[config.mk]
export PLATFORM = sky130hd
export DESIGN_NAME = lsv_xfade
export DESIGN_NICKNAME = d
export VERILOG_FILES = /design/src/rtl/core/lsv_pkg.sv /design/src/rtl/core/lsv_xfade.sv
export SDC_FILE = /design/constraint.sdc
export NUM_CORES = 2
export LEC_CHECK = 0
export ABC_CLOCK_PERIOD_IN_PS = 9100
export BUFFER_PORTS_ARGS = -buffer_cell sky130_fd_sc_hd__buf_4
export CORE_MARGIN = 4
export CORE_UTILIZATION = 60
export CTS_CLUSTER_DIAMETER = 100
export DETAILED_ROUTE_END_ITERATION = 10
export PLACE_DENSITY_LB_ADDON = 0.3
export SYNTH_ARGS = -nofsm -noshare
export SYNTH_HDL_FRONTEND = slang
export SYNTH_SLANG_ARGS = --single-unit
[constraint.sdc]
create_clock -name clk -period 9.1 [get_ports clk]
set_clock_uncertainty 0.2 [all_clocks]
set_input_delay 0.455 -clock clk [delete_from_list [all_inputs] [get_ports clk]]
set_output_delay 0.455 -clock clk [all_outputs]
set_load 0.01 [all_outputs]
[src/rtl/core/lsv_pkg.sv]
// Shared types, constants and helper functions for the looped sample voice.
// Holds the wave memory geometry, action and register codes, the Q1.15 gain table
// and the saturation and address helpers. Depends on nothing.
package lsv_pkg;

	// Wave memory depth; a power of two, so an index wraps by dropping high bits.
	localparam int WAVE_DEPTH = 65536;
	localparam int WAVE_AW    = $clog2(WAVE_DEPTH);

	localparam int CFG_W     = 17;
	localparam int CFG_IDX_W = 3;

	localparam int VEL_MAX    = 127;
	localparam int GAIN_COUNT = 128;

	localparam logic [15:0] UNITY_Q15          = 16'h8000;
	localparam logic [15:0] RELEASE_FACTOR_RST = 16'd32758;

	// Read slots of one tick and depth of the memory read and scale pipeline.
	localparam int SLOT_COUNT = 4;
	localparam int SLOT_W     = 2;
	localparam int MEM_PIPE   = 3;

	typedef enum logic [1:0] {
		ACT_LOAD     = 2'd0,
		ACT_NOTE_ON  = 2'd1,
		ACT_NOTE_OFF = 2'd2,
		ACT_TICK     = 2'd3
	} action_t;

	typedef enum logic [CFG_IDX_W-1:0] {
		CFG_LOOP_BEGIN     = 3'd0,
		CFG_LOOP_END       = 3'd1,
		CFG_RELEASE_START  = 3'd2,
		CFG_WAVE_SAMPLES   = 3'd3,
		CFG_LOOPABLE       = 3'd4,
		CFG_STEREO         = 3'd5,
		CFG_RELEASE_FACTOR = 3'd6
	} cfg_reg_t;

	typedef enum logic [SLOT_W-1:0] {
		SLOT_A_L = 2'd0,
		SLOT_A_R = 2'd1,
		SLOT_B_L = 2'd2,
		SLOT_B_R = 2'd3
	} slot_t;

	typedef struct packed {
		logic               en;
		logic [WAVE_AW-1:0] addr;
		logic [15:0]        data;
	} wave_wr_t;

	typedef struct packed {
		logic               en;
		logic [WAVE_AW-1:0] addr;
		slot_t              slot;
	} wave_rd_t;

	typedef struct packed {
		logic               vld;
		slot_t              slot;
		logic signed [15:0] value;
	} wave_res_t;

	typedef logic [15:0] gain_table_t [GAIN_COUNT];

	// Q1.15 gain for each velocity, rounded to nearest; full velocity is exactly one.
	function automatic gain_table_t make_gain_table();
		gain_table_t t;
		for (int i = 0; i < GAIN_COUNT; i++) begin
			t[i] = 16'((i * 32768 + VEL_MAX / 2) / VEL_MAX);
		end
		return t;
	endfunction

	localparam gain_table_t GAIN_LUT = make_gain_table();

	// Sample index to memory address, wrapping modulo the memory depth.
	function automatic logic [WAVE_AW-1:0] wave_addr(input logic [16:0] idx);
		logic [WAVE_AW+16:0] wide;
		wide = {{WAVE_AW{1'b0}}, idx};
		return wide[WAVE_AW-1:0];
	endfunction

	function automatic logic signed [15:0] sat16(input logic signed [19:0] v);
		logic signed [15:0] r;
		if (v > 20'sd32767) begin
			r = 16'sh7FFF;
		end else if (v < -20'sd32768) begin
			r = 16'sh8000;
		end else begin
			r = v[15:0];
		end
		return r;
	endfunction

endpackage

[src/rtl/core/lsv_xfade.sv]
// Release crossfade: weights the loop frame against the release frame and
// computes the decayed loop weight, with one register stage after the multiplies.
// Depends on lsv_pkg.
module lsv_xfade import lsv_pkg::*; (
	input  logic               clk,
	input  logic               en,
	input  logic signed [15:0] loop_l,
	input  logic signed [15:0] loop_r,
	input  logic signed [15:0] rel_l,
	input  logic signed [15:0] rel_r,
	input  logic [15:0]        weight,
	input  logic [15:0]        factor,
	output logic signed [15:0] mix_l,
	output logic signed [15:0] mix_r,
	output logic [15:0]        weight_next
);

	logic signed [34:0] diff_l;
	logic signed [34:0] diff_r;
	logic signed [34:0] weight_ext;
	logic [15:0]        factor_clamped;

	logic signed [34:0] prod_l_s1;
	logic signed [34:0] prod_r_s1;
	logic signed [15:0] rel_l_s1;
	logic signed [15:0] rel_r_s1;
	logic [31:0]        wprod_s1;

	logic signed [34:0] rnd_l;
	logic signed [34:0] rnd_r;
	logic signed [19:0] sum_l;
	logic signed [19:0] sum_r;
	logic [31:0]        wrnd;

	always_comb begin
		diff_l         = 35'(loop_l) - 35'(rel_l);
		diff_r         = 35'(loop_r) - 35'(rel_r);
		weight_ext     = $signed({19'b0, weight});
		factor_clamped = (factor > UNITY_Q15) ? UNITY_Q15 : factor;
	end

	always_ff @(posedge clk) begin
		if (en) begin
			prod_l_s1 <= diff_l * weight_ext;
			prod_r_s1 <= diff_r * weight_ext;
			rel_l_s1  <= rel_l;
			rel_r_s1  <= rel_r;
			wprod_s1  <= 32'(weight) * 32'(factor_clamped);
		end
	end

	always_comb begin
		rnd_l       = (prod_l_s1 + 35'sd16384) >>> 15;
		rnd_r       = (prod_r_s1 + 35'sd16384) >>> 15;
		sum_l       = 20'(rel_l_s1) + $signed(rnd_l[19:0]);
		sum_r       = 20'(rel_r_s1) + $signed(rnd_r[19:0]);
		mix_l       = sat16(sum_l);
		mix_r       = sat16(sum_r);
		wrnd        = (wprod_s1 + 32'd16384) >> 15;
		weight_next = wrnd[15:0];
	end

endmodule

== Word level (Yosys, flattened, before mapping) ==
Cells that the tools add are included.
W data, S select, Z words.

* Add/sub/neg operators: 7
* $mul: 3
* Order comparisons: 5
* Muxes and demuxes: 5

{| class="wikitable"
|+ Operators with widths
! kind !! number
|-
| $mux W16 || 5
|-
| $add A35 B16 Y35 const B || 2
|-
| $mul A17 B17 Y34 || 2
|-
| $add A16 B20 Y20 || 2
|-
| $gt A20 B16 Y1 const B || 2
|-
| $lt A20 B16 Y1 const B || 2
|-
| $sub A16 B16 Y17 || 2
|-
| $add A31 B15 Y31 const B || 1
|-
| $mul A16 B16 Y31 || 1
|-
| $gt A16 B16 Y1 const B || 1
|}

* Bits in registers: 133
* Bits of input ports: 98
* Output and inout bits: 48
* Logic and storage cells: 25

== Longest topological paths before layout ==
* Word-level depth: 5
* Mapped depth: 35
* Mapped depth without buffers: 34

== Worst setup path before layout ==
OpenSTA, ideal clock, no wires.

* Path type: input port to flip-flop
* Start point: input loop_l[0]
* End point: register prod_l_s1[33], data pin
* Library setup time: 260 ps
* Arrival: 7987 ps
* Required time: 8640 ps
* Slack: 653 ps
* Stages: 32
* Buffers on the path: 1
* Path through: inv_1 -> ha_1 -> fa_1 -> nor2b_1 -> o21ai_0 -> a21boi_0 -> o21a_1 -> o21a_1 -> o2111ai_1 -> nand3_1 -> o311ai_1 -> buf_4 -> mux2_2 -> fa_1 -> inv_1 -> fa_1 -> fa_1 -> fa_1 -> fa_1 -> inv_1 -> fa_1 -> inv_1 -> ha_1 -> a21o_1 -> a21o_1 -> a2111oi_0 -> nor2_1 -> or4b_1 -> o211ai_1 -> nand3b_1 -> a21oi_1 -> xnor2_1

* Word-level cells in the longest chain between the ends: 2

{| class="wikitable"
|+ Ends and longest elaborated chain
! what !! line !! source
|-
| start: declaration || lsv_xfade.sv:7 || <nowiki>input logic signed [15:0] loop_l,</nowiki>
|-
| $sub A16 B16 Y17 || lsv_xfade.sv:36 || <nowiki>diff_l = 35'(loop_l) - 35'(rel_l);</nowiki>
|-
| $mul A17 B17 Y34 || lsv_xfade.sv:44 || <nowiki>prod_l_s1 <= diff_l * weight_ext;</nowiki>
|-
| end signal: assignment || lsv_xfade.sv:44 ||
|-
| end: declaration || lsv_xfade.sv:23 || <nowiki>logic signed [34:0] prod_l_s1;</nowiki>
|}

Every way passes these cells.
A chain may end at the register's enable or synchronous reset.

== Final worst setup path ==
Same ends and word-level chain as after synthesis.

==> flow_metrics.env <==
export IMPL_min_to="rel_r_s1[6]"
export IMPL_yosysWarningCount=0
export IMPL_cts_buffers=9
export IMPL_cpPeakStageDelay_ps=530
export IMPL_tns_ps=0
export IMPL_io_pin_count=146
export IMPL_setup_violations=0
export IMPL_synth_top_area_share_pct=40.9
export IMPL_area_growth_synth_to_final_pct=6.78
export IMPL_cts_max_level=3
export IMPL_final_area_sq_um=38500
export IMPL_endpoint_kind="register"
export IMPL_slew_viol_final=0
export IMPL_synth_largest_area_cell="fa_1"
export IMPL_vias=26661
export IMPL_ff_latch_area_sq_um=2670
export IMPL_dieArea_sq_um=64200
export IMPL_initial_utilization_pct=60.9
export IMPL_clock_sinks=89
export IMPL_drc_errors=0
export IMPL_clk_path_buf_depth=2
export IMPL_hold_buffers=0
export IMPL_synth_async_reset_ratio_pct=0
export IMPL_synth_cell_types=82
export IMPL_synth_most_common_cell="inv_1"
export IMPL_synth_seq_cells=89
export IMPL_placed_cell_area_sq_um=38200
export IMPL_cp_common_cell="fa_1"
export IMPL_synth_edf_count=89
export IMPL_critPathLaunchType="input port"
export IMPL_crit_type="input port to register"
export IMPL_fill_cells=4870
export IMPL_grt_pass1_wl_um=142000
export IMPL_netlist_instances=4030
export IMPL_num_antenna_cells=0
export IMPL_std_cell_rows=89
export IMPL_ys_top_cells_by_area="fa_1 41%, ha_1 12%, inv_1 10%"
export IMPL_grt_util_all_layers_pct=27.6
export IMPL_slew_headroom_pct=22.0
export IMPL_grt_pass1_vias=28339
export IMPL_wl_per_cell_um=17.2
export IMPL_grt_overflow=0
export IMPL_drt_initial_drc_count=1768
export IMPL_grt_max_degree=54
export IMPL_port_buffers=145
export IMPL_nets=5284
export IMPL_syn_cell_area_sq_um=36100
export IMPL_antenna_left=0
export IMPL_cts_root_buf="clkbuf_16"
export IMPL_drive_gt1_share_pct=7.27
export IMPL_layout_min_cycle_time_ps=8680
export IMPL_crit_arrival_ps=8630
export IMPL_synth_common_cells="983 x inv_1, 738 x fa_1, 480 x nand2_1"
export IMPL_worstPathRequired_ps=9050
export IMPL_slowest_stage="fa_1"
export IMPL_viasPerCell=5.46
export IMPL_final_core_util_pct=65.1
export IMPL_finalHoldViolations=0
export IMPL_setup_slack_ps=420
export IMPL_clkTransAtPathRegs_ps=100
export IMPL_syn_nets=5206
export IMPL_antenna_found_initial=0
export IMPL_hold_path_depth=1
export IMPL_ys_seq_area_share_pct=7.40
export IMPL_min_delay_start="rel_r[6]"
export IMPL_die_w_um=253
export IMPL_preCtsSetupSlack_ps=-166
export IMPL_crit_fanout=6
export IMPL_die_h_um=253
export IMPL_synth_top_flop_cell="edfxtp_1"
export IMPL_cts_setup_buffers=0
export IMPL_worst_slew_pin_slew_ps=1170
export IMPL_hpwlAfterDp_um=65200
export IMPL_avgSynthCellArea_sq_um=8.96
export IMPL_wirelength_um=84300
export IMPL_hp_class="input port to register"
export IMPL_gp_congestion=0.882
export IMPL_maxCapViolCount=0
export IMPL_firstDrtPassIters=5
export IMPL_coreArea_sq_um=59200
export IMPL_min_period_over_period_pct=95.4
export IMPL_tritoncts="built"
export IMPL_multi_input_area_sq_um=29200
export IMPL_status="complete, no violations"
export IMPL_timing_fmax_mhz=115
==> worst max-delay path, delay by kind of cell <==
kind / cells / cell delay (ps)
simple gates: 7 / 1290
xor+xnor: 1 / 80
compound gates: 10 / 2670
buf+inv: 5 / 430
fa+ha+maj: 9 / 3720
==> per-stage QoR <==
step                hold WS, ps  std cells
floorplan                   354       4030
global placement            442       4870
detailed placement          445       4870
CTS                        19.3       4886
global route               24.3       4886
finish                     37.6       4886
==> worst max-delay path by stage <==
stage,startpoint,end,slack [ps],cells after the start
after floorplan,loop_l[0],prod_l_s1[33],650,32
after global placement,loop_l[0],prod_l_s1[33],40,32
after detailed placement,loop_l[0],prod_l_s1[33],-170,32
after CTS,loop_l[0],prod_l_s1[33],240,32
after global routing,loop_r[0],prod_r_s1[33],-30,32
final,loop_l[0],prod_l_s1[33],420,32
==> repair_timing <==
item	in CTS	in global routing
endpoints found under the hold margin	0	0
setup endpoints to repair	0	7
resized for setup	0	8
==> cells by family after synthesis <==
logic type | Yosys count | synth area share (%)
fa+ha+maj | 1089 | 53.0
xor+xnor | 183 | 4.46
mux | 17 | 0.503
compound gates | 338 | 6.41
buf+inv | 1140 | 12.0
flops | 89 | 7.40
simple gates | 1174 | 16.3
==> sequential cells by signal, summed over array words and instances (netlist names) <==
signal,flops
rel_l_s1,16
prod_l_s1,20
wprod_s1,17
rel_r_s1,16
prod_r_s1,20
==> layer usage <==
layer / GRT usage [%] / vias to the layer above / part of all wire (%)
li1: - / 12301 / -
met1: 37.5 / 13294 / 42
met2: 47.0 / 937 / 49
met3: 4.76 / 129 / 7.6
met4: 5.93 / 0 / 2.1
met5: 0 / - / 0
==> area by class of cell <==
class                      count  share of cell area, %
tap                          773                   2.51
clock inverter                 7                  0.159
timing repair buffer         224                   4.53
multi-input combinational   2801                   75.7
clock buffer                   9                  0.584
inverter                     983                   9.57
sequential                    89                   6.93
==> cell usage in the layout (no fill, tap or decap), types with 59 or more instances in the layout <==
master    netlist  layout
edfxtp_1       89      89
nand2_1       480     480
buf_4           2     218
nor2b_1        72      71
o21ai_0        77      76
and2_1        286     286
a21oi_1        85      85
nand3_1        59      59
inv_1         983     983
nor2_1         86      86
fa_1          738     738
xnor2_1       131     127
ha_1          340     340
Power is left out: the tool's default activity adds up to more than one toggle a clock period on the data nets, which glitch-free logic cannot reach.
